### src/rtl/mtf_pkg.sv
`default_nettype none
// ----------------------------------------------------------------------------
// mtf_pkg: shared types for the move-to-front codec
// Command and status bundles between the sequencer and the list datapath,
// plus the fixed symbol width.
// ----------------------------------------------------------------------------
package mtf_pkg;

	// width of a byte symbol and of a rank
	localparam int unsigned SYM_W = 8;

	// commands from the sequencer to the datapath
	typedef struct packed {
		logic load;   // capture the accepted item
		logic clear;  // set the recency list back to identity
		logic rd;     // issue a list read at the scan pointer
		logic step;   // consume the returned entry: shift it back, test for hit
		logic front;  // write the found symbol to the head of the list
		logic emit;   // move the result into the output register
	} mtf_cmd_t;

	// status from the datapath to the sequencer
	typedef struct packed {
		logic in_range;  // incoming symbol lies inside the alphabet
		logic ret;       // a read result is present this cycle
		logic hit;       // the returned entry is the one searched for
		logic ret_zero;  // the returned entry sits at the head of the list
		logic out_free;  // output register can take a result this cycle
	} mtf_sts_t;

endpackage
`default_nettype wire

### src/rtl/mtf_dp.sv
`default_nettype none
// ----------------------------------------------------------------------------
// mtf_dp: recency list datapath
// Holds the list memory with per-entry valid bits (an entry that is not
// valid reads as its own index), the scan pointer, the shift carry, the
// configuration register and the output register.
// ----------------------------------------------------------------------------
module mtf_dp #(
	parameter int unsigned SYMBOLS = 256
) (
	input  wire logic                          clk,
	input  wire logic                          arst_n,
	input  wire logic                          cfg_we,
	input  wire logic                          cfg_wdata,
	input  wire logic [mtf_pkg::SYM_W-1:0]     symbol_in,
	input  wire logic                          out_stall,
	output logic                               out_valid,
	output logic      [mtf_pkg::SYM_W-1:0]     symbol_out,
	input  wire mtf_pkg::mtf_cmd_t             cmd,
	output mtf_pkg::mtf_sts_t                  sts
);

	localparam int unsigned IDX_W = (SYMBOLS > 2) ? $clog2(SYMBOLS) : 1;
	localparam logic [IDX_W-1:0] LAST = IDX_W'(SYMBOLS - 1);

	logic                        mode_q;
	logic [mtf_pkg::SYM_W-1:0]   sym_q;
	logic [IDX_W-1:0]            rd_k_q;
	logic [mtf_pkg::SYM_W-1:0]   list_mem_q [SYMBOLS];
	logic [SYMBOLS-1:0]          vld_q;
	logic [mtf_pkg::SYM_W-1:0]   rd_data_s1;
	logic                        rd_vld_s1;
	logic [IDX_W-1:0]            rd_addr_s1;
	logic                        ret_s1;
	logic [mtf_pkg::SYM_W-1:0]   carry_q;
	logic [mtf_pkg::SYM_W-1:0]   front_q;
	logic [mtf_pkg::SYM_W-1:0]   result_q;
	logic                        out_valid_q;
	logic [mtf_pkg::SYM_W-1:0]   symbol_out_q;

	logic [mtf_pkg::SYM_W-1:0]   entry;
	logic                        hit;
	logic                        ret_zero;
	logic                        wr_en;
	logic [IDX_W-1:0]            wr_addr;
	logic [mtf_pkg::SYM_W-1:0]   wr_data;

	// entry that came back from the list; unwritten entries hold their index
	assign entry    = rd_vld_s1 ? rd_data_s1 : mtf_pkg::SYM_W'(rd_addr_s1);
	assign ret_zero = (rd_addr_s1 == '0);
	assign hit      = mode_q ? (rd_addr_s1 == sym_q[IDX_W-1:0]) : (entry == sym_q);

	// single write port: shift an entry back one place, or fill the head
	always_comb begin
		wr_en   = 1'b0;
		wr_addr = rd_addr_s1;
		wr_data = carry_q;
		if (cmd.front) begin
			wr_en   = 1'b1;
			wr_addr = '0;
			wr_data = front_q;
		end else if (cmd.step && !ret_zero) begin
			wr_en = 1'b1;
		end
	end

	assign sts.in_range = ({1'b0, symbol_in} < 9'(SYMBOLS));
	assign sts.ret      = ret_s1;
	assign sts.hit      = hit;
	assign sts.ret_zero = ret_zero;
	assign sts.out_free = !out_valid_q || !out_stall;

	assign out_valid  = out_valid_q;
	assign symbol_out = symbol_out_q;

	// control state: mode, valid bits, read return flag, output valid
	always_ff @(posedge clk or negedge arst_n) begin
		if (!arst_n) begin
			mode_q      <= 1'b0;
			vld_q       <= '0;
			ret_s1      <= 1'b0;
			out_valid_q <= 1'b0;
		end else begin
			if (cfg_we) begin
				mode_q <= cfg_wdata;
			end
			if (cmd.clear) begin
				vld_q <= '0;
			end else if (wr_en) begin
				vld_q[wr_addr] <= 1'b1;
			end
			ret_s1 <= cmd.rd;
			if (cmd.emit) begin
				out_valid_q <= 1'b1;
			end else if (!out_stall) begin
				out_valid_q <= 1'b0;
			end
		end
	end

	// list memory: one write and one registered read per cycle
	always_ff @(posedge clk) begin
		if (wr_en) begin
			list_mem_q[wr_addr] <= wr_data;
		end
		if (cmd.rd) begin
			rd_data_s1 <= list_mem_q[rd_k_q];
			rd_vld_s1  <= vld_q[rd_k_q];
			rd_addr_s1 <= rd_k_q;
		end
	end

	// payload: captured item, scan pointer, carry, result, output data
	always_ff @(posedge clk) begin
		if (cmd.load) begin
			sym_q    <= symbol_in;
			rd_k_q   <= '0;
			result_q <= symbol_in;
		end else if (cmd.rd && (rd_k_q != LAST)) begin
			rd_k_q <= rd_k_q + 1'b1;
		end
		if (cmd.step) begin
			carry_q <= entry;
			if (hit) begin
				front_q  <= entry;
				result_q <= mode_q ? entry : mtf_pkg::SYM_W'(rd_addr_s1);
			end
		end
		if (cmd.emit) begin
			symbol_out_q <= result_q;
		end
	end

endmodule
`default_nettype wire

### src/rtl/mtf_ctrl.sv
`default_nettype none
// ----------------------------------------------------------------------------
// mtf_ctrl: item sequencer
// Accepts one item, walks the recency list from the head until the target
// entry comes back, fills the head unless the rank is zero, and hands the
// result to the output register; out-of-alphabet items skip the walk.
// ----------------------------------------------------------------------------
module mtf_ctrl (
	input  wire logic               clk,
	input  wire logic               arst_n,
	input  wire logic               in_valid,
	input  wire logic               block_start,
	output logic                    in_stall,
	output mtf_pkg::mtf_cmd_t       cmd,
	input  wire mtf_pkg::mtf_sts_t  sts
);

	typedef enum logic [1:0] {
		ST_IDLE,
		ST_SCAN,
		ST_FRONT,
		ST_DONE
	} state_t;

	state_t state_q;
	state_t state_d;

	assign in_stall = (state_q != ST_IDLE);

	// decode state into datapath commands and pick the next state
	always_comb begin
		cmd     = '0;
		state_d = state_q;
		unique case (state_q)
			ST_IDLE: begin
				if (in_valid) begin
					cmd.load  = 1'b1;
					cmd.clear = block_start;
					state_d   = sts.in_range ? ST_SCAN : ST_DONE;
				end
			end
			ST_SCAN: begin
				cmd.rd = 1'b1;
				if (sts.ret) begin
					cmd.step = 1'b1;
					if (sts.hit) begin
						state_d = sts.ret_zero ? ST_DONE : ST_FRONT;
					end
				end
			end
			ST_FRONT: begin
				cmd.front = 1'b1;
				state_d   = ST_DONE;
			end
			ST_DONE: begin
				if (sts.out_free) begin
					cmd.emit = 1'b1;
					state_d  = ST_IDLE;
				end
			end
			default: begin
				state_d = ST_IDLE;
			end
		endcase
	end

	// hold state
	always_ff @(posedge clk or negedge arst_n) begin
		if (!arst_n) begin
			state_q <= ST_IDLE;
		end else begin
			state_q <= state_d;
		end
	end

endmodule
`default_nettype wire

### src/rtl/move_to_front_codec_core.sv
`default_nettype none
// ----------------------------------------------------------------------------
// move_to_front_codec_core: byte move-to-front encoder / decoder
// Input channel (in_valid / in_stall) carries symbol_in and block_start;
// output channel (out_valid / out_stall) carries symbol_out, one result
// per item. cfg_we / cfg_wdata write decode_mode (0 encode, 1 decode); the
// user must write it only while the block is idle; the block does not check.
// An item with block_start set first returns the list to identity by
// clearing the valid bits of the list memory.
// The time from acceptance to out_valid grows with p, the list position of
// the symbol (the rank); rank zero skips the head write, and a symbol
// outside the alphabet skips the walk. The list memory has one read and
// one write port and is walked one entry per cycle from the head.
// A new item can be taken in the cycle after the previous result is
// loaded, so an item is taken only once the previous one is through.
// in_stall is high while an item is in work. A result waits in the output
// register while out_stall is high; the next item is accepted meanwhile
// but finishes only once that register is free.
// Reset clears the list to identity and decode_mode to 0.
// ----------------------------------------------------------------------------
module move_to_front_codec_core #(
	parameter int unsigned SYMBOLS = 256
) (
	input  wire logic                       clk,
	input  wire logic                       arst_n,
	input  wire logic                       cfg_we,
	input  wire logic                       cfg_wdata,
	input  wire logic                       in_valid,
	output logic                            in_stall,
	input  wire logic [mtf_pkg::SYM_W-1:0]  symbol_in,
	input  wire logic                       block_start,
	output logic                            out_valid,
	input  wire logic                       out_stall,
	output logic      [mtf_pkg::SYM_W-1:0]  symbol_out
);

	mtf_pkg::mtf_cmd_t cmd;
	mtf_pkg::mtf_sts_t sts;

	// sequencer
	mtf_ctrl u_ctrl (
		.clk         (clk),
		.arst_n      (arst_n),
		.in_valid    (in_valid),
		.block_start (block_start),
		.in_stall    (in_stall),
		.cmd         (cmd),
		.sts         (sts)
	);

	// list datapath
	mtf_dp #(
		.SYMBOLS (SYMBOLS)
	) u_dp (
		.clk        (clk),
		.arst_n     (arst_n),
		.cfg_we     (cfg_we),
		.cfg_wdata  (cfg_wdata),
		.symbol_in  (symbol_in),
		.out_stall  (out_stall),
		.out_valid  (out_valid),
		.symbol_out (symbol_out),
		.cmd        (cmd),
		.sts        (sts)
	);

endmodule
`default_nettype wire

### config.mk
export PLATFORM = sky130hd
export DESIGN_NAME = move_to_front_codec_core
export DESIGN_NICKNAME = d
export VERILOG_FILES = /design/src/rtl/mtf_pkg.sv /design/src/rtl/mtf_dp.sv /design/src/rtl/mtf_ctrl.sv /design/src/rtl/move_to_front_codec_core.sv
export SDC_FILE = /design/constraint.sdc
export NUM_CORES = 2
export LEC_CHECK = 0
export BUFFER_PORTS_ARGS = -buffer_cell sky130_fd_sc_hd__clkbuf_2
export CAP_MARGIN = 20
export CORE_MARGIN = 1.5
export CORE_UTILIZATION = 35
export DETAILED_ROUTE_END_ITERATION = 10
export HOLD_SLACK_MARGIN = 0.03
export PLACE_DENSITY_LB_ADDON = 0.08
export SYNTH_ARGS = -nofsm -noshare
export SYNTH_HDL_FRONTEND = slang
export SYNTH_SLANG_ARGS = --single-unit
### constraint.sdc
create_clock -name clk -period 8.97 [get_ports clk]
set_input_delay 2.2425 -clock clk [delete_from_list [all_inputs] [get_ports clk]]
set_output_delay 2.2425 -clock clk [all_outputs]
set_load 0.01 [all_outputs]
==> out/summary.txt <==
Status: finished, final reports clean
Crit path arrival time: 5.19 ns
Residual DRC: 0
Top cells by area, synth: edfxtp_1, mux4_2, dfrtp_1
Cell mode on critical path: buf_4
Total congestion overflow: 0
CP Max Fanout: 21
Clock tree sinks: 2374
Top cells by count, synth: edfxtp_1, mux4_2, nor2_1
Gpl congestion: 0.798
Crit path buf inv count: 3
Crit Path Category: register to register
Global-route wire length before repair: 393000 µm
FMAX: 210 MHz
Vias per inst: 5.50
NumNets Final: 4693
Worst min-delay path class: register to register
Routed WL per cell: 33.5 µm
Critical path's slowest cell: nor2_1
Final worst path period need: 4.76 ns
Drt total wl: 282000 µm
Synth warnings: 0
DRT Pass-1 Iters: 5
Crit-path leading delay family: simple AND/OR/NAND/NOR gates
CTS tree: done
Reg-to-reg critical path startpoint: u_ctrl.state_q[1]
CTS max path bufs: 4
Synth Area per Inst: 20.5 µm²
PortBufs: 24
Critical path depth: 8
Ys flop type: edfxtp_1
Post-place setup slack: 4.12 ns
Cell taking the most area after synthesis: edfxtp_1
Post-CTS sizing: 0
Initial antenna violation count: 21
Final Hold Fails: 0
R2R cell count: 8
Die height: 518 µm
Synth top area share: 0.677
Vias: 46400
Synth Instances: 4534
RSZ-0062 raised after global routing: no
Hold_buf cts: 0
Crit-path max cell delay: 0.85 ns
Post-DRT Antenna Nets: 0
Fillers: 23600
PD cells: 318 mW/mm²
Register bit count reported by yosys: 2374
Final WS setup: 4.21 ns
Mapped Area: 0.0930 mm²
Leak: 34.3 nW
Hold path cells: 0
Effective utilization at floorplan: 0.351
Top-count cell post-synth: edfxtp_1
Max cap viols: 0
R2r setup slk: 4.21 ns
Fin util: 0.401
Die Width: 518 µm
Root buffer cell: clkbuf_16
Setup Fix Bufs, Post-CTS: 0
Hold Path Sink: u_dp.symbol_out[6]
Largest net degree at the start of global routing: 177
I/O pins: 25
Hold Crit Start: u_dp.result_q[6]
Worst setup SP type: register
Peak supply drop: 248 µV
Slew Limit Fails: 0
Worst Tran Pin Value: 1.13 ns
Layout cells sized above 1: 0.240
Post-synth cell types: 68
1st-iter DRT viols: 4583
R2R Path End: u_dp.list_mem_q[97][2]
Post-DP HPWL: 165000 µm
Share of flip-flops with an asynchronous set or reset: 0.110
Row count: 189
Worst Setup End Kind: register
CTS buffer count: 277
Syn-to-layout area delta: 14.1%
Core area: 0.265 mm²
Placed Area: 0.0972 mm²
Final setup violation count: 0
Clock Latency Late Sink: 0.85 ns
CP cell instances: inv_1, ha_1, buf_4, and2_0, nor3b_1, nand2_2, buf_4, nor2_1
Max Clock Skew: 0.0688 ns
Post-synth EDFFs: 2097
CP Data Required Time: 9.40 ns
Setup_tns: 0 ns
Final instance area: 0.106 mm²
GRT Overall Usage: 0.209
Tcrit/Tclk final: 0.531
Post-synthesis sequential area ratio: 0.751
Reg clk slew, reported paths: 0.06 ns
H-tree depth: 5
Synthesized Nets: 4555
Vias in the first global route: 46700
Die area: 0.269 mm²
Slew margin rel.: 0.247
worst max path at each step:
stage / slack (ns) / endpoint / start
finish: 4.21 / u_dp.list_mem_q[97][2] / u_ctrl.state_q[1]
global route: 4.00 / u_dp.list_mem_q[97][7] / u_ctrl.state_q[1]
CTS: 4.17 / u_dp.list_mem_q[83][7] / u_ctrl.state_q[1]
detailed placement: 4.12 / u_dp.vld_q[132] / in_valid
global placement: 4.16 / u_dp.list_mem_q[83][0] / u_ctrl.state_q[1]
floorplan: 5.25 / u_dp.list_mem_q[0][0] / u_ctrl.state_q[0]
sequential cells by signal, summed over array words and instances (netlist names):
signal           count
u_dp.list_mem_q   2048
u_dp.vld_q         256
u_dp.carry_q         8
u_dp.front_q         8
u_dp.rd_addr_s1      8
u_dp.rd_data_s1      8
u_dp.rd_k_q          8
u_dp.result_q        8
u_dp.sym_q           8
u_dp.symbol_out      8
u_ctrl.state_q       2
u_dp.mode_q          1
u_dp.out_valid       1
u_dp.rd_vld_s1       1
u_dp.ret_s1          1
area by class of cell:
class,count,area [µm²],area share
antenna,7,17.5,0.000165
clock buffer,401,7870,0.0742
clock inverter,95,921,0.00868
inverter,11,48.8,0.000460
multi-input combinational,1872,21800,0.205
sequential,2374,69800,0.658
tap,3533,4420,0.0417
timing repair buffer,136,1200,0.0113
routing by layer:
metal | share of wire | global-route usage | wire [µm]
met1 | 0.45 | 0.307 | 127000
met2 | 0.46 | 0.321 | 131000
met3 | 0.061 | 0.0340 | 17300
met4 | 0.027 | 0.0549 | 7570
met5 | 0 | 0 | 0
cells by family (layout without fill, tap and decap cells):
| group | after synthesis | after routing | synth area share |
|---|---|---|---|
| flip-flops | 2374 | 2374 | 0.751 |
| multiplexers | 783 | 783 | 0.162 |
| AO/OA/AOI/OAI | 615 | 615 | 0.0467 |
| AND/OR/NAND/NOR | 454 | 454 | 0.0201 |
| buffers and inverters | 288 | 643 | 0.0178 |
| XOR/XNOR | 14 | 14 | 0.00132 |
| adder cells (fa/ha/maj) | 6 | 6 | 0.000808 |
| other | 0 | 7 | 0 |
per-stage QoR:
step / hold slack [ns] / std cells / total power, mW
6_report: 0.428 / 8429 / 33.8
5_1_grt: 0.449 / 8423 / 34.9
4_1_cts: 0.428 / 8413 / 34.3
3_5_place_dp: 0.415 / 7917 / 23.2
3_3_place_gp: 0.420 / 7909 / 23.1
2_1_floorplan: 0.406 / 4534 / 19.4
layout by cell type, fill, tap and decap left out, drive strengths merged, types with 16 or more instances in the layout:
cell and instances:
clkbuf 426, a22oi 46, o21a 258, mux2 34, buf 111, a221oi 46, nor2 298, nand2 88
a21oi 93, clkinv 66, edfxtp 2097, o22ai 25, dfrtp 261, nor3 18, o21ai 60, mux2i 174
dfxtp 16, mux4 575, inv 18
report_power, final:
part / internal (mW) / switching (mW) / leakage, nW / total [mW]
Sequential: 13.4 / 0.278 / 22.6 / 13.7
Clock: 6.53 / 4.50 / 4.28 / 11.0
Combinational: 3.18 / 5.90 / 7.44 / 9.08
Total: 23.1 / 10.7 / 34.3 / 33.8
(Power assumes the default switching activity.)
